--- src/sv/tbd_pkg.sv ---
package tbd_pkg;

   localparam int MAX_WORKERS = 16;
   localparam int STACK_DEPTH = 64;

   localparam int WID_W  = 5;                      // worker id field, 0..MAX_WORKERS
   localparam int WIDX_W = $clog2(MAX_WORKERS);    // index into the busy flags
   localparam int SP_W   = $clog2(STACK_DEPTH);    // stack address
   localparam int CNT_W  = $clog2(STACK_DEPTH) + 1; // stack fill, 0..STACK_DEPTH
   localparam int CSR_IDX_W = 2;

   localparam logic [1:0] CMD_START  = 2'd0;
   localparam logic [1:0] CMD_SPLIT  = 2'd1;
   localparam logic [1:0] CMD_AREA   = 2'd2;
   localparam logic [1:0] CMD_UNUSED = 2'd3;     // no meaning, dropped without a result

   localparam logic [1:0] KIND_TASK  = 2'd0;
   localparam logic [1:0] KIND_QUIT  = 2'd1;
   localparam logic [1:0] KIND_TOTAL = 2'd2;

   localparam logic [CSR_IDX_W-1:0] REG_WORKER_COUNT = 2'd0;
   localparam logic [CSR_IDX_W-1:0] REG_RANGE_LOW    = 2'd1;
   localparam logic [CSR_IDX_W-1:0] REG_RANGE_HIGH   = 2'd2;

   localparam logic [WID_W-1:0]  RST_WORKER_COUNT = 5'd4;
   localparam logic [31:0]       RST_RANGE_LOW    = 32'd0;
   localparam logic [31:0]       RST_RANGE_HIGH   = 32'd83886080; // 5.0 in Q8.24

   typedef struct packed {
      logic            we;
      logic [SP_W-1:0] addr;
      logic [63:0]     data;
   } tbd_ram_wr_type;

   typedef struct packed {
      logic              start;
      logic signed [32:0] dividend;
      logic [WID_W-1:0]  divisor;
   } tbd_div_req_type;

   typedef struct packed {
      logic              done;
      logic signed [32:0] quotient;
   } tbd_div_rsp_type;

endpackage

--- src/sv/tbd_stack_ram.sv ---
module tbd_stack_ram (
   input  logic                    clock,
   input  tbd_pkg::tbd_ram_wr_type wr,
   input  logic                    rd_en,
   input  logic [tbd_pkg::SP_W-1:0] rd_addr,
   output logic [63:0]             rd_data_ff
);
   import tbd_pkg::*;

   logic [63:0] mem [STACK_DEPTH];

   always_ff @(posedge clock) begin
      if (wr.we) begin
         mem[wr.addr] <= wr.data;
      end
      if (rd_en) begin
         rd_data_ff <= mem[rd_addr];
      end
   end

endmodule

--- config.mk ---
export PLATFORM = sky130hd
export DESIGN_NAME = tbd_stack_ram
export DESIGN_NICKNAME = d
export VERILOG_FILES = /design/src/sv/tbd_pkg.sv /design/src/sv/tbd_stack_ram.sv
export SDC_FILE = /design/constraint.sdc
export NUM_CORES = 2
export LEC_CHECK = 0
export ABC_AREA = 1
export BUFFER_PORTS_ARGS = -buffer_cell sky130_fd_sc_hd__buf_4
export CAP_MARGIN = 20
export CELL_PAD_IN_SITES_DETAIL_PLACEMENT = 1
export CELL_PAD_IN_SITES_GLOBAL_PLACEMENT = 1
export CORE_MARGIN = 4
export CORE_UTILIZATION = 47
export CTS_CLUSTER_DIAMETER = 120
export DETAILED_ROUTE_END_ITERATION = 8
export GPL_TIMING_DRIVEN = 1
export PLACE_DENSITY = 0.72
export SETUP_SLACK_MARGIN = 0.1
export SYNTH_ARGS = -nofsm -noshare
export SYNTH_HDL_FRONTEND = slang
export SYNTH_SLANG_ARGS = --single-unit
export TNS_END_PERCENT = 50
--- constraint.sdc ---
create_clock -name clock -period 8.4 [get_ports clock]
set_input_delay 0.84 -clock clock [delete_from_list [all_inputs] [get_ports clock]]
set_output_delay 0.84 -clock clock [all_outputs]
set_load 0.01 [all_outputs]
**Word level (Yosys, flattened, before mapping)**

Memory sizes are Yosys's and may differ from the RTL's. A register that Yosys moved wholly into a read port is not among the register bits.
Index checks and enable logic that the tools add are counted.

- Register bits after elaboration: 0
- Memory bits (writable): 4,096
- Memories: 1
- Bits of input ports: 79
- Bits in read-only memories: 0
- Output and inout bits: 64
- Latch bits: 0
- Word-level logic and storage cells: 3

- Reductions and logical operators: 0
- Bitwise logic cells: 0
- Equal/unequal tests: 0
- Multiplexer cells: 2
- Shift operators: 0
- Divide/modulo/power cells: 0
- $add $sub $neg: 0
- $lt $le $gt $ge: 0
- $mul: 0

Memory list:

| name | words | bits a word | rd ports | clocked after Yosys merged registers in | write ports | line | source |
|---|---|---|---|---|---|---|---|
| mem | 64 | 64 | 1 | 1 | 1 | tbd_stack_ram.sv:10 | `logic [63:0] mem [STACK_DEPTH];` |

Operators with widths:

| kind | number |
|---|---|
| $mux 1 | 2 |

**Logic depth before layout (Yosys ltp)**

- Depth after elaboration: 2
- Gate-level depth with buffers: 13
- Mapped depth without buffers: 9

**Least setup slack after synthesis**

No wires, ideal clock.

- Kind: input to register
- Start: input wr[70] (netlist bit)
- End: memory mem[48][0] (enable)
- Setup time: 646 ps
- Stages on the path: 3
- Slack: 278 ps
- Data arrival time: 7,476 ps
- Path buffers: 1
- Data required time: 7,754 ps
- Path through: clkbuf_1 -> nand4_1 -> nor4_1

- Cells in the longest elaborated chain, start to end: 2

Ends and longest elaborated chain:

| item | line | source |
|---|---|---|
| start, declared | tbd_stack_ram.sv:3 | `input tbd_pkg::tbd_ram_wr_type wr,` |
| $mux 1 | tbd_stack_ram.sv:13 | `if (wr.we) begin` |
| $mux 1 (implied by the code) | tbd_stack_ram.sv:14 | `mem[wr.addr] <= wr.data;` |
| end, declared | tbd_stack_ram.sv:10 |  |

No other way between the ends.

==> flow_summary.yaml <==
routing:
  routed_wl_um: 575000
  met3_length_um: 52500
  viasPerCell: 6.25
  drt_iter0_markers: 14900
  routedWlPerCell_um: 31.3
  highest_layer: "met5"
  drt_pass1_iterations: 8
  wl_met1_um: 222000
  num_vias: 115000
  ant_nets: 0
  drc_errors: 0
  dr_wl_met2_um: 271000
logic_synthesis:
  yosysUniqueCellTypes: 15
  synth-main-ff-cell: "edfxtp_1"
  async_flop_share_pct: 0
  synth_most_common_cell: "nand2_1"
  yosysWarnings: 0
  synth_common_cells: "nand2_1, edfxtp_1, nand3_1"
  synth_edf_count: 4160
  ys_seq_area_share_pct: 75.3
  synthTopCellsByArea: "edfxtp_1, nand3_1, nand2_1, buf_2, buf_4"
  syn_area_per_cell_um2: 12.4
  syn_inst: 13400
  yosysTopAreaCell: "edfxtp_1"
  ys_ff_latch: 4160
  netlist.area_leader.share_pct: 75.3
  synthesis.nets: 13500
  synthesis.area_um2: 166000
timing:
  hold_viol: 0
  clock_skew_ns: 0.0314
  timing.final.crit_share_pct: 42.8
  slew_violations: 0
  post-route-min-period_ns: 3.60
  fin_tns_setup_ns: 0
  finalSetupViolations: 0
  slew_headroom_pct: 17.2
  worst_slew_pin_slew_ns: 1.24
  fmax_mhz: 278
  rsz0062_at_grt: "false"
placed_design:
  placed_cell_area_um2: 171000
  dp_hpwl_um: 294000
  gp_congestion: 0.801
  io_buffers: 142
run_status:
  status: "completed"
critical_path:
  crit_path_end_kind: "flop"
  cp_data_required_time_ns: 9.22
  timing.rr.end: "rd_data_ff[46]"
  crit_family: "buffers and inverters"
  crit_path_max_fanout: 213
  cp-start-kind: "primary input"
  arrival_ns: 4.42
  path_depth: 12
  critPathBufInv: 4
  worst_path_max_delay_cell: "buf_4"
  reg2regPathDepth: 8
  reg2reg_from: "mem[59][46]"
  worstPathCellList: "buf_16, inv_16, buf_12, buf_4, nand2_1, nand3_1, nand3_1, nand3_1, nand3_1, nand2_1, nand2_1, nand2_1"
  rrSetupSlack_ns: 6.54
  cp_slowest_stage_delay_ns: 0.81
  criticalPathCategory: "in2reg"
power:
  p_leak_nw: 64.2
  combPwrFrac_pct: 5.8
  clockPowerShare_pct: 42.4
  p_int_w: 0.0344
  p_switching_w: 0.0102
  p_sw_share_pct: 22.8
  seq_power_share_pct: 51.8
  p_per_area_nw_per_um2: 242
  vdd_ir_drop_max_uv: 207
global_route:
  grt_max_degree: 214
  grt_pass1_wl_um: 827000
  grt_usage_pct: 31.1
  grt_overflow: 0
  grt_pass1_vias: 117000
  antenna_found_initial: 23
cts:
  cts_sinks: 4160
  post_cts_buffers: 0
  cts-root-buf: "clkbuf_16"
  insertion_delay_ns: 0.97
  htree_num_levels: 5
  tritoncts: "built"
  path_clk_slew_ns: 0.06
  numCtsBuffers: 425
  hold_buffers: 0
  clockBufferDepth: 4
  cts_resized: 0
floorplanning:
  ios: 143
  initial_core_util_pct: 47.3
  core_area_um2: 351000
  rows: 217
  die_h_um: 602
  die_area_um2: 363000
  die_x_um: 602
final_layout:
  layout.nets: 13400
  drive_gt1_share_pct: 7.61
  final_cell_area_um2: 184000
  area_growth_pct: 11.1
  fillers: 35300
worst_hold_path:
  hp-class: "in2reg"
  holdPathStages: 1
  min_to: "rd_data_ff[16]"
  min_from: "rd_en"
flow_run:
  maxCapViolCount: 0
[cell families after synthesis]
family / Yosys count / synth area share [%]
buffers and inverters: 909 / 2.94
DFF: 4160 / 75.3
and+or+nand+nor: 8336 / 21.8
[metrics by stage]
| stage | std cells | util, % | hold WS [ns] | setup WS (ns) | power [W] |
|---|---|---|---|---|---|
| global route | 18400 | 52.6 | 0.347 | 4.71 | 0.0459 |
| detailed placement | 17600 | 48.7 | 0.861 | 3.91 | 0.0261 |
| CTS | 18400 | 52.6 | 0.305 | 4.95 | 0.0447 |
| global placement | 17600 | 48.7 | 0.857 | 3.99 | 0.0260 |
| floorplan | 13400 | - | 0.797 | 0.278 | 0.0249 |
| finish | 18400 | 52.6 | 0.361 | 4.80 | 0.0446 |
[per-layer routing]
metal	GRT usage, %	vias to the layer above
met1	42.0	59500
met4	14.1	12
met3	5.16	1312
li1	-	47700
met2	49.7	6262
met5	0	-
[worst max path at each step]
stage                           from              to
after detailed placement  rd_addr[0]  rd_data_ff[22]
after global routing      rd_addr[0]  rd_data_ff[17]
after global placement    rd_addr[0]  rd_data_ff[22]
final                     rd_addr[0]  rd_data_ff[22]
after floorplan               wr[70]      mem[48][0]
after CTS                 rd_addr[0]  rd_data_ff[22]
[registers in the layout (all words and copies together), names as in the netlist]
register	cells
mem	4096
rd_data_ff	64
[placed cells by master, fill, tap and decap left out]
cell | netlist | final
edfxtp_1 | 4160 | 4160
nand2_1 | 4416 | 4416
buf_8 | 3 | 4
nand4_1 | 9 | 9
buf_4 | 134 | 334
clkbuf_1 | 147 | 82
inv_8 | 0 | 3
diode_2 | 0 | 11
clkinvlp_4 | 0 | 17
clkinv_16 | 0 | 1
bufinv_16 | 0 | 44
inv_4 | 2 | 1
buf_16 | 0 | 1
buf_6 | 40 | 2
inv_16 | 0 | 4
buf_12 | 0 | 28
clkinv_8 | 0 | 6
inv_1 | 8 | 6
nor4_2 | 0 | 8
nand3_1 | 3847 | 3847
nor2_4 | 0 | 56
inv_6 | 0 | 10
clkbuf_16 | 0 | 434
clkinv_4 | 0 | 4
clkinv_1 | 0 | 87
clkinv_2 | 0 | 82
[final cells by class]
| type | count | area (um2) | area share [%] |
|---|---|---|---|
| flip-flops and latches | 4160 | 125000 | 67.8 |
| multi-input cells | 8336 | 36600 | 19.9 |
| well taps | 4708 | 5890 | 3.19 |
| repair buffers | 369 | 3180 | 1.72 |
| diodes | 11 | 27.5 | 0.0149 |
| inverters | 12 | 103 | 0.0556 |
| clock inverters | 253 | 2480 | 1.34 |
| clock buffers | 516 | 11200 | 6.06 |
[power by group through the flow]
stage	clock network [W]	registers (W)	logic (W)
floorplan	0	0.0235	0.00142
CTS	0.0191	0.0231	0.00255
finish	0.0189	0.0231	0.00257
global placement	0	0.0235	0.00243
detailed placement	0	0.0235	0.00253
global route	0.0200	0.0231	0.00277
[worst register-to-register path, cell delays in order, from the launching register on]
cell and delay, ns:
edfxtp_1 0.39, nand2_1 0.10, nand3_1 0.12, nand3_1 0.15, nand3_1 0.12, nand3_1 0.15
nand2_1 0.10, nand2_1 0.07, nand2_1 0.30
Note: power is estimated with default switching activity, not from simulation.
