[src/sv/tbd_pkg.sv]
package tbd_pkg;

   localparam int MAX_WORKERS = 16;
   localparam int STACK_DEPTH = 64;

   localparam int WID_W  = 5;                      // worker id field, 0..MAX_WORKERS
   localparam int WIDX_W = $clog2(MAX_WORKERS);    // index into the busy flags
   localparam int SP_W   = $clog2(STACK_DEPTH);    // stack address
   localparam int CNT_W  = $clog2(STACK_DEPTH) + 1; // stack fill, 0..STACK_DEPTH
   localparam int CSR_IDX_W = 2;

   localparam logic [1:0] CMD_START  = 2'd0;
   localparam logic [1:0] CMD_SPLIT  = 2'd1;
   localparam logic [1:0] CMD_AREA   = 2'd2;
   localparam logic [1:0] CMD_UNUSED = 2'd3;     // no meaning, dropped without a result

   localparam logic [1:0] KIND_TASK  = 2'd0;
   localparam logic [1:0] KIND_QUIT  = 2'd1;
   localparam logic [1:0] KIND_TOTAL = 2'd2;

   localparam logic [CSR_IDX_W-1:0] REG_WORKER_COUNT = 2'd0;
   localparam logic [CSR_IDX_W-1:0] REG_RANGE_LOW    = 2'd1;
   localparam logic [CSR_IDX_W-1:0] REG_RANGE_HIGH   = 2'd2;

   localparam logic [WID_W-1:0]  RST_WORKER_COUNT = 5'd4;
   localparam logic [31:0]       RST_RANGE_LOW    = 32'd0;
   localparam logic [31:0]       RST_RANGE_HIGH   = 32'd83886080; // 5.0 in Q8.24

   typedef struct packed {
      logic            we;
      logic [SP_W-1:0] addr;
      logic [63:0]     data;
   } tbd_ram_wr_type;

   typedef struct packed {
      logic              start;
      logic signed [32:0] dividend;
      logic [WID_W-1:0]  divisor;
   } tbd_div_req_type;

   typedef struct packed {
      logic              done;
      logic signed [32:0] quotient;
   } tbd_div_rsp_type;

endpackage

[src/sv/tbd_div.sv]
// Restoring divide of a signed 33-bit value by a small unsigned count, one bit a cycle.
module tbd_div (
   input  logic                     clock,
   input  logic                     reset,
   input  tbd_pkg::tbd_div_req_type req,
   output tbd_pkg::tbd_div_rsp_type rsp
);
   import tbd_pkg::*;

   logic [32:0]       mag_ff, mag_in;
   logic [WID_W:0]    rem_ff, rem_in;
   logic [5:0]        cnt_ff, cnt_in;
   logic              neg_ff, neg_in;
   logic              act_ff, act_in;
   logic [WID_W-1:0]  dvs_ff, dvs_in;
   logic              done_ff, done_in;
   logic [WID_W:0]    trial;

   always_comb begin
      mag_in  = mag_ff;
      rem_in  = rem_ff;
      cnt_in  = cnt_ff;
      neg_in  = neg_ff;
      act_in  = act_ff;
      dvs_in  = dvs_ff;
      done_in = 1'b0;
      trial   = {rem_ff[WID_W-1:0], mag_ff[32]};
      if (req.start) begin
         neg_in = req.dividend[32];
         mag_in = req.dividend[32] ? 33'(-req.dividend) : req.dividend;
         rem_in = '0;
         cnt_in = 6'd33;
         dvs_in = req.divisor;
         act_in = 1'b1;
      end else if (act_ff) begin
         if (trial >= {1'b0, dvs_ff}) begin
            rem_in = trial - {1'b0, dvs_ff};
            mag_in = {mag_ff[31:0], 1'b1};
         end else begin
            rem_in = trial;
            mag_in = {mag_ff[31:0], 1'b0};
         end
         cnt_in = cnt_ff - 6'd1;
         if (cnt_ff == 6'd1) begin
            act_in  = 1'b0;
            done_in = 1'b1;
         end
      end
   end

   always_ff @(posedge clock) begin
      if (reset) begin
         act_ff  <= 1'b0;
         done_ff <= 1'b0;
      end else begin
         act_ff  <= act_in;
         done_ff <= done_in;
      end
      mag_ff <= mag_in;
      rem_ff <= rem_in;
      cnt_ff <= cnt_in;
      neg_ff <= neg_in;
      dvs_ff <= dvs_in;
   end

   assign rsp.done     = done_ff;
   assign rsp.quotient = neg_ff ? 33'(-mag_ff) : mag_ff;

endmodule

[config.mk]
export PLATFORM = sky130hd
export DESIGN_NAME = tbd_div
export DESIGN_NICKNAME = d
export VERILOG_FILES = /design/src/sv/tbd_pkg.sv /design/src/sv/tbd_div.sv
export SDC_FILE = /design/constraint.sdc
export NUM_CORES = 1
export LEC_CHECK = 0
export BUFFER_PORTS_ARGS = -buffer_cell sky130_fd_sc_hd__clkbuf_2
export CORE_MARGIN = 2
export CORE_UTILIZATION = 30
export CTS_CLUSTER_DIAMETER = 120
export DETAILED_ROUTE_END_ITERATION = 10
export PLACE_DENSITY = 0.48
export REMOVE_ABC_BUFFERS = 1
export SKIP_LAST_GASP = 1
export SYNTH_ARGS = -nofsm -noshare
export SYNTH_HDL_FRONTEND = slang
export SYNTH_SLANG_ARGS = --single-unit
[constraint.sdc]
create_clock -name clock -period 2.44 [get_ports clock]
set_clock_uncertainty 0.2 [all_clocks]
set_input_delay 0.122 -clock clock [delete_from_list [all_inputs] [get_ports clock]]
set_output_delay 0.122 -clock clock [all_outputs]
set_load 0.02 [all_outputs]
### After elaboration in Yosys (flattened, before gate mapping)

Cells that the tools add are included.

| word-level totals | value |
|---|---|
| register bits | 52 |
| bits of input ports | 41 |
| output and inout port bits | 34 |
| logic and storage cells | 26 |

| cells by class | value |
|---|---|
| add/subtract/negate cells | 4 |
| order comparisons | 1 |
| equality and inequality tests | 1 |
| mux-type cells | 10 |
| bitwise operators | 1 |
| reduce and logical (&&, ||, !) cells | 2 |

Operators with widths:

| operator | number |
|---|---|
| $mux W33 | 4 |
| $neg A33 Y33 | 2 |
| $eq A6 B1 Y1 const B | 1 |
| $ge A6 B5 Y1 | 1 |
| $sub A6 B1 Y6 const B | 1 |
| $mux W1 | 5 |
| $mux W5 | 1 |
| $sub A5 B5 Y5 | 1 |
| $reduce_or A3 Y1 | 1 |
| $reduce_bool A2 Y1 | 1 |
| $not A1 Y1 | 1 |

### Logic depth before layout (Yosys ltp)

Gate-level depths: netlist of the first run.

| depth | value |
|---|---|
| word-level depth | 4 |
| depth in mapped cells | 8 |

### Least setup slack after synthesis of the first run

Ideal clock, no wire load.

| timing path | value |
|---|---|
| path kind | register to output |
| from | register mag_ff[23] |
| to | output rsp[28] (netlist name) |
| arrival time | 2,180 ps |
| slack | -62 ps |
| cell stages (with the launch flop) | 5 |
| path through | edfxtp_1 -> nor4_1 -> or4b_2 -> o41ai_1 -> xnor2_1 |

RTL lines:

| element | line | source |
|---|---|---|
| from (decl) | tbd_div.sv:10 | `logic [32:0] mag_ff, mag_in;` |
| from (signal assigned) | tbd_div.sv:59 | `mag_ff <= mag_in;` |
| to (decl) | tbd_div.sv:6 | `output tbd_pkg::tbd_div_rsp_type rsp` |

==> impl_metrics.yaml, run 1 <==
grt:
  track_usage_pct: 17.68
  grt_pass1_vias: 4047
  grt-ovfl-total: 0
  antenna_found_initial: 0
  grt_max_degree: 99
  grt_pass1_wl_um: 20480
timing:
  relSlewSlack_pct: 57.38
  fin_hold_ws_ns: -0.005468
  setup_slack_ns: -0.2067
  rsz0062_at_grt: "true"
  fmax_mhz: 377.8
  worst_slew_pin_slew_ns: 0.6386
  timing.final.crit_period_ns: 2.647
  hold_viol: 1
  finalSetupViolCount: 8
  finalMaxSlewViolations: 0
  period_share_pct: 108.5
critical_path:
  worstPathArrival_ns: 2.32
  critical_path_required_ns: 2.12
  crit_start: "mag_ff[24]"
  path_max_fanout: 2
  cp_slowest_cell: "or4b_4"
  reg2reg_slack_ns: 0.17
  rr_startpoint: "mag_ff[32]"
  r2r_end: "rem_ff[2]"
  endpoint: "rsp[28]"
  critPathKind: "reg2out"
  cpPeakStageDelay_ns: 0.52
  worstRegToRegCells: 8
  startpoint_type: "flip-flop"
  endpoint_kind: "output port"
  crit_path_cell_trace: "nor4_4 -> or4b_4 -> o41ai_4 -> xnor2_1 -> buf_4"
yosys:
  synth-edff-count: 39
  yosysMostFrequentCell: "nor2_1"
  async_flop_share_pct: 0
  yosys.area.top_type_share_pct: 28.75
  ys_types: 51
  netlist_area_um2: 4074
  synthTopCellsByCount: "45 x nor2_1, 39 x edfxtp_1, 38 x xnor2_1"
  yosys_most_used_dff: "edfxtp_1"
  syn_avg_cell_area_um2: 8.649
  postSynthCellCount: 471
  yosysTopAreaCell: "edfxtp_1"
  ys_seq_area_share_pct: 35.14
  synth-seq-cells: 52
  yosysWarnings: 0
  synth.area.top_cells: "edfxtp_1 29%, xnor2_1 8.2%, dfxtp_1 6.4%"
pwr:
  pwr-share-seq_pct: 39.9
  switchingPower_mw: 1.026
  p_total_mw: 2.916
  clockPowerShare_pct: 25.3
  swShare_pct: 35.19
  p_leak_nw: 2.071
  power_density_nw_per_um2: 537.9
  p_comb_share_pct: 34.8
  vdd_drop_max_mv: 0.3572
  p_int_mw: 1.889
placement:
  dp_hpwl_um: 9413
  place.gp.congestion: 0.7775
  placed_area_um2: 4910
  pre_cts_ws_ns: -0.1580
  numPortBuffers: 74
  dp_cells: 738
cells_and_area:
  area_growth_pct: 33.05
  nFillCells: 1367
  layout.nets: 636
  design_area_um2: 5420
  drive_above_1_share_pct: 30.38
  fin_cells: 762
  fin_util_pct: 40.93
  diodes: 0
floorplanning:
  std_cell_rows: 42
  die_y_um: 120.5
  io_pins: 75
  core-area_um2: 13240
  fp.dieW_um: 120.5
  die_area_um2: 14530
  initial_core_util_pct: 30.76
cts:
  tritoncts: "built"
  cts_num_sinks: 52
  numCtsBuffers: 5
  ctsHtreeMaxLevel: 2
  insertion_delay_ns: 0.30
  cts_buffer_depth: 2
  clk_pin_slew_worst_paths_ns: 0.07
  cts_root_buffer: "clkbuf_16"
detailed_routing:
  drtAntennaViolNets: 0
  wl_per_cell_um: 16.73
  routed_wirelength_um: 12750
  drcViolationCount: 0
  drt_iter0_markers: 261
  viasPerCell: 5.391
  dr.pass1.iters: 5
  vias: 4108
run_status:
  violations: "hold timing, setup timing"
  status: "finished, violations left"
worst_hold_path:
  min_path_type: "in2reg"
job:
  maxCapViolCount: 0
[timing repair]
item	in CTS	in global routing
pin swaps	5	6
buffers inserted	2	5
gates resized for setup	21	25
hold buffers	9	0
hold endpoints to repair	9	0
endpoints found under the setup margin	20	26
[layer usage]
metal	vias to the layer above	GRT usage [%]	part of all wire (%)	routed length, um
met4	0	3.924	0.75	96
li1	2017	-	-	-
met5	-	0	0	0
met3	13	3.962	6.0	768
met1	1961	22.63	45	5746
met2	117	30.40	48	6138
[placed cells by master (no fill, tap or decap), types with 6 or more instances in the layout]
| cell | count |
|---|---|
| or4_1 | 8 |
| o31ai_1 | 8 |
| nand4_1 | 13 |
| dfxtp_1 | 13 |
| xor2_1 | 13 |
| nor3_1 | 17 |
| nand2_1 | 23 |
| nand3_1 | 15 |
| a21oi_1 | 22 |
| nor2_1 | 44 |
| o41ai_1 | 9 |
| o21ai_0 | 14 |
| xnor2_1 | 37 |
| nor4_1 | 8 |
| a31oi_1 | 12 |
| o41ai_2 | 8 |
| clkbuf_2 | 66 |
| and3_1 | 6 |
| edfxtp_1 | 39 |
| or3_1 | 11 |
| inv_1 | 17 |
| dlygate4sd3_1 | 9 |
| buf_4 | 62 |
| ha_1 | 9 |
| nand2b_1 | 6 |
| nand3b_1 | 7 |
| nor2b_1 | 12 |
[critical path: cells and delay by family (launching register included)]
family	cells	cell delay, ns
simple gates	2	0.86
flops	1	0.43
compound gates	1	0.37
xor+xnor	1	0.19
buf+inv	1	0.18
[state kept, by name (all words and copies together), names as in the netlist]
name and flops:
mag_ff 33, cnt_ff 6, dvs_ff 5, rem_ff 5, act_ff 1, done_ff 1, neg_ff 1
[cell families (layout without fill, tap and decap cells)]
| logic type | after synthesis | after routing | synth area share (%) |
|---|---|---|---|
| flops | 52 | 52 | 35.14 |
| compound gates | 110 | 110 | 19.35 |
| xor+xnor | 51 | 51 | 10.96 |
| simple gates | 195 | 195 | 25.71 |
| fa+ha+maj | 10 | 10 | 3.256 |
| mux | 1 | 1 | 0.2457 |
| buf+inv | 52 | 167 | 5.344 |
[through the flow]
stage                     hold slack (ns)  setup TNS, ns
final                           -0.005468         -1.048
after global routing              0.03384         -2.025
after CTS                        0.002321         -1.569
after detailed placement           0.1011        -0.2314
after global placement            0.09943        -0.1007
after floorplan                 -0.005862       -0.06228
[power groups by stage]
| stage | registers [mW] | logic, mW | clock network (mW) |
|---|---|---|---|
| after floorplan | 1.17 | 0.539 | 0 |
| after global placement | 1.17 | 0.937 | 0 |
| after detailed placement | 1.17 | 0.948 | 0 |
| after CTS | 1.16 | 0.993 | 0.768 |
| after global routing | 1.18 | 1.11 | 0.795 |
| final | 1.16 | 1.02 | 0.738 |
[how the worst min path moves through the flow]
stage / slack (ns) / startpoint / cells past startpoint / end
after floorplan: -0.006 / req[38] / 1 / rem_ff[1]
after global placement: 0.1 / req[1] / 1 / dvs_ff[1]
after detailed placement: 0.10 / req[2] / 1 / dvs_ff[2]
after CTS: 0.002 / req[23] / 3 / mag_ff[18]
after global routing: 0.03 / req[28] / 3 / mag_ff[23]
final: -0.005 / req[23] / 3 / mag_ff[18]
[final cells by class]
| class | count | area, um2 | share of cell area [%] |
|---|---|---|---|
| multi-input cells | 367 | 2624 | 48.41 |
| flip-flops and latches | 52 | 1431 | 26.41 |
| repair buffers | 141 | 932.1 | 17.20 |
| well taps | 176 | 220.2 | 4.063 |
| clock buffers | 6 | 128.9 | 2.378 |
| inverters | 18 | 67.56 | 1.247 |
| clock inverters | 2 | 16.27 | 0.3001 |
Power figures use the tool's default switching activity.
==> run 2: changes to the inputs <==
--- a/config.mk
+++ b/config.mk
@@ -7,12 +7,13 @@
 export LEC_CHECK = 0
 export BUFFER_PORTS_ARGS = -buffer_cell sky130_fd_sc_hd__clkbuf_2
 export CORE_MARGIN = 2
-export CORE_UTILIZATION = 30
+export CORE_UTILIZATION = 43
 export CTS_CLUSTER_DIAMETER = 120
 export DETAILED_ROUTE_END_ITERATION = 10
-export PLACE_DENSITY = 0.48
+export PLACE_DENSITY = 0.62
 export REMOVE_ABC_BUFFERS = 1
 export SKIP_LAST_GASP = 1
+export SLEW_MARGIN = 10
 export SYNTH_ARGS = -nofsm -noshare
 export SYNTH_HDL_FRONTEND = slang
 export SYNTH_SLANG_ARGS = --single-unit
==> constraint.sdc (replaced) <==
create_clock -name clock -period 2.8 [get_ports clock]
set_clock_uncertainty 0.2 [all_clocks]
set_input_delay 0.14 -clock clock [delete_from_list [all_inputs] [get_ports clock]]
set_output_delay 0.14 -clock clock [all_outputs]
set_load 0.02 [all_outputs]
==> impl_metrics.yaml, run 2 (synthesized netlist as in run 1, its figures left out) <==
run_status:
  status: "finished clean"
cells_and_area:
  fin_util_pct: 53.10
  nFillCells: 873
  top_register: "mag_ff"
  reg_top3: "mag_ff (33), cnt_ff (6)"
  layout.nets: 601
  fin_cells: 662
  area_growth_pct: 19.87
  largest_reg_flops: 33
  drive_above_1_share_pct: 23.23
  layout_common_cells: "72 x clkbuf_2, 45 x nor2_1, 39 x edfxtp_1"
  diodes: 0
  final_common_cell: "clkbuf_2"
critical_path:
  cp_num_buf_inv: 1
  rr_startpoint: "mag_ff[32]"
  endpoint_kind: "output port"
  cp_top_family: "simple AND/OR/NAND/NOR gates"
  path_max_fanout: 3
  crit_start: "mag_ff[24]"
  critPathKind: "reg2out"
  cp_slowest_cell: "or4b_2"
  worstRegToRegCells: 8
  startpoint_type: "flip-flop"
  crit_path_cell_trace: "nor4_4 -> or4b_2 -> o41ai_4 -> xnor2_1 -> buf_2"
  worstPathArrival_ns: 2.40
  cpPeakStageDelay_ns: 0.65
  critical_path_required_ns: 2.46
  cp_num_cells: 5
cts:
  cts_num_sinks: 52
  cts_buffer_depth: 2
  insertion_delay_ns: 0.31
  ctsHtreeMaxLevel: 2
  cts_root_buffer: "clkbuf_8"
  tritoncts: "built"
  numCtsBuffers: 5
  clk_pin_slew_worst_paths_ns: 0.10
timing:
  relSlewSlack_pct: 45.98
  hold_viol: 0
  period_share_pct: 97.89
  fmax_mhz: 364.8
  finalSetupViolCount: 0
  timing.final.crit_period_ns: 2.741
  finalMaxSlewViolations: 0
  rsz0062_at_grt: "true"
  fin_hold_ws_ns: 0.007268
  worst_slew_pin_slew_ns: 0.8094
grt:
  antenna_found_initial: 0
  grt_pass1_wl_um: 17870
  track_usage_pct: 21.86
  grt-ovfl-total: 0
  grt_pass1_vias: 3635
  grt_max_degree: 56
detailed_routing:
  drtAntennaViolNets: 0
  wl_per_cell_um: 17.29
  viasPerCell: 6.054
  dr.pass1.iters: 5
  drcViolationCount: 0
  routed_wirelength_um: 11440
  drt_iter0_markers: 325
  vias: 4008
pwr:
  p_leak_nw: 1.834
  p_total_mw: 2.254
  power_density_nw_per_um2: 461.5
  vdd_drop_max_mv: 0.2324
placement:
  place.gp.congestion: 0.8443
  dp_cells: 638
  dp_hpwl_um: 8266
  numPortBuffers: 74
floorplanning:
  fp.dieW_um: 101.3
  core-area_um2: 9196
  io_pins: 75
  initial_core_util_pct: 44.30
  std_cell_rows: 35
  die_area_um2: 10270
  die_y_um: 101.3
worst_hold_path:
  worst_hold_startpoint: "req[28]"
  min_path_type: "in2reg"
  holdPathStages: 3
job:
  maxCapViolCount: 0
run 2: cell count changes in the layout (fill, tap and decap cells not counted), sizes merged:
cell	previous run	this run
clkinv	1	2
clkbuf	74	77
inv	18	19
buf	64	25
clkinvlp	1	0
run 2: path summary, 6_finish.rpt:
path / end / slack [ns]
min reg2reg: rem_ff[4] / 0.29
min: mag_ff[23] / 0.007
max: rsp[28] / 0.06
max reg2reg: rem_ff[2] / 0.40
run 2: report_power, final:
part	switching, mW	internal (mW)
logic	0.454	0.315
registers	0.102	0.928
clock network	0.275	0.180
total	0.831	1.42
run 2: metrics by stage:
step | setup slack (ns) | setup TNS, ns | area, um2
2_1_floorplan | 0.2797 | 0 | 3924
5_1_grt | -0.02887 | -0.03876 | 4883
6_report | 0.05907 | 0 | 4883
4_1_cts | 0.01121 | 0 | 4758
3_5_place_dp | 0.2000 | 0 | 4553
3_3_place_gp | 0.2581 | 0 | 4553
run 2: worst min-delay path: stages:
cell and delay (ns):
clkbuf_2 0.12, a31oi_1 0.08, nand3_1 0.07
run 2: what timing repair did:
action                                  CTS  global route
endpoints found under the hold margin    10             0
pin swaps                                 0             6
cloned                                    0             0
gates resized for setup                   4            10
endpoints found under the setup margin   11             9
hold buffers                              9             0
setup buffers                             0             7
run 2: routing by layer:
layer	GRT usage (%)	routed length (um)	vias up	share of wire, %
li1	-	-	1953	-
met1	30.71	5137	1891	45
met2	36.47	5497	155	48
met3	2.968	717	9	6.3
met4	3.950	91	0	0.80
met5	0	0	-	0
run 2: cell type report:
type | count | area, um2 | share of cell area (%)
inverter | 18 | 67.56 | 1.384
tap | 111 | 138.9 | 2.844
multi-input combinational | 367 | 2521 | 51.63
clock inverter | 3 | 22.52 | 0.4612
sequential | 52 | 1431 | 29.31
timing repair buffer | 106 | 633.1 | 12.96
clock buffer | 5 | 68.82 | 1.409
==> run 3: changes to the inputs <==
--- a/config.mk
+++ b/config.mk
@@ -10,7 +10,7 @@
 export CORE_UTILIZATION = 43
 export CTS_CLUSTER_DIAMETER = 120
 export DETAILED_ROUTE_END_ITERATION = 10
-export PLACE_DENSITY = 0.62
+export PLACE_DENSITY = 0.75
 export REMOVE_ABC_BUFFERS = 1
 export SKIP_LAST_GASP = 1
 export SLEW_MARGIN = 10
==> impl_metrics.yaml, run 3 (synthesized netlist as in run 1, its figures left out) <==
timing:
  relSlewSlack_pct: 48.04
  worst_slew_pin_slew_ns: 0.7722
  timing.final.crit_period_ns: 2.785
  period_share_pct: 99.47
  finalMaxSlewViolations: 0
  final.setup.tns_ns: 0
  finalSetupViolCount: 0
  setup_slack_ns: 0.01477
  hold_viol: 0
  fmax_mhz: 359.0
grt:
  grt-ovfl-total: 0
  grt_max_degree: 72
  track_usage_pct: 22.59
  grt_pass1_wl_um: 18700
  antenna_found_initial: 0
  grt_pass1_vias: 3824
critical_path:
  cpPeakStageDelay_ns: 0.63
  startpoint_type: "flip-flop"
  crit_path_cell_trace: "nor4_4 -> or4b_2 -> o41ai_2 -> xnor2_1 -> buf_2"
  critPathKind: "reg2out"
  worstPathArrival_ns: 2.45
  cp_slowest_cell: "or4b_2"
  endpoint_kind: "output port"
  critical_path_required_ns: 2.46
  path_max_fanout: 3
floorplanning:
  die_y_um: 101.3
  core-area_um2: 9196
  std_cell_rows: 35
  fp.dieW_um: 101.3
  die_area_um2: 10270
  io_pins: 75
  initial_core_util_pct: 44.30
cells_and_area:
  final_common_cell: "clkbuf_2"
  largest_reg_flops: 33
  layout.nets: 599
  design_area_um2: 4871
  nFillCells: 852
  area_growth_pct: 19.56
  drive_above_1_share_pct: 22.95
  multiInputGateArea_um2: 2501
  top_register: "mag_ff"
  layout_common_cells: "72 x clkbuf_2, 45 x nor2_1, 39 x edfxtp_1"
  reg_top3: "mag_ff (33), cnt_ff (6)"
  regArea_um2: 1431
  diodes: 0
  fin_util_pct: 52.97
detailed_routing:
  viasPerCell: 6.217
  drcViolationCount: 0
  dr.pass1.iters: 5
  drt_iter0_markers: 301
  vias: 4103
  wl_per_cell_um: 17.94
  drtAntennaViolNets: 0
  routed_wirelength_um: 11840
cts:
  ctsHtreeMaxLevel: 2
  insertion_delay_ns: 0.31
  clk_pin_slew_worst_paths_ns: 0.11
  numCtsBuffers: 5
  cts_num_sinks: 52
  cts_buffer_depth: 2
  cts_root_buffer: "clkbuf_8"
  tritoncts: "built"
placement:
  placed_area_um2: 4578
  pre_cts_ws_ns: 0.2140
  dp_hpwl_um: 8531
  place.gp.congestion: 0.8547
  numPortBuffers: 74
pwr:
  p_leak_nw: 1.815
  vdd_drop_max_mv: 0.2233
  power_density_nw_per_um2: 465.4
  p_total_mw: 2.267
job:
  maxCapViolCount: 0
run_status:
  status: "finished clean"
worst_hold_path:
  min_path_type: "in2reg"
-- run 3: cell type report --
cell class | count | area share (%)
multi-input combinational | 367 | 51.35
clock buffer | 5 | 1.413
timing repair buffer | 104 | 13.15
clock inverter | 3 | 0.4624
sequential | 52 | 29.39
tap | 111 | 2.851
inverter | 18 | 1.387
-- run 3: report_power, final --
part,switching (mW),internal [mW]
Clock,0.280,0.180
Sequential,0.108,0.928
Combinational,0.459,0.313
Total,0.846,1.42
-- run 3: metrics by stage --
step | std cells | hold slack, ns
after floorplan | 437 | 0.01214
after global placement | 638 | 0.1175
after detailed placement | 638 | 0.1191
after CTS | 654 | 0.0007681
after global routing | 660 | 0.02222
final | 660 | 0.001209
-- run 3: path summary, 6_finish.rpt --
path / start / endpoint / slack (ns) / cells after the start
worst max register to register: mag_ff[32] / rem_ff[2] / 0.34 / 8
worst min-delay path: req[28] / mag_ff[23] / 0.001 / 3
worst max-delay path: mag_ff[24] / rsp[28] / 0.01 / 5
worst min register to register: rem_ff[4] / rem_ff[4] / 0.30 / 2
-- run 3: repair_timing --
item                                   4_1_cts  5_1_grt
setup buffers                                0        6
pin swaps                                    0        3
resized for setup                            3        9
endpoints found under the hold margin        9        0
hold buffers                                 8        0
setup endpoints to repair                    9       14
-- run 3: worst max-delay path, delay by kind of cell, from the launching register on --
family	cells	cell delay, ns
XOR/XNOR	1	0.21
flip-flops	1	0.48
AO/OA/AOI/OAI	1	0.28
AND/OR/NAND/NOR	2	0.95
buffers and inverters	1	0.22
-- run 3: per-layer routing --
metal	GRT usage (%)	part of all wire, %
met1	29.72	41
met2	36.53	47
met5	0	0
met4	9.667	3.0
met3	4.141	8.7
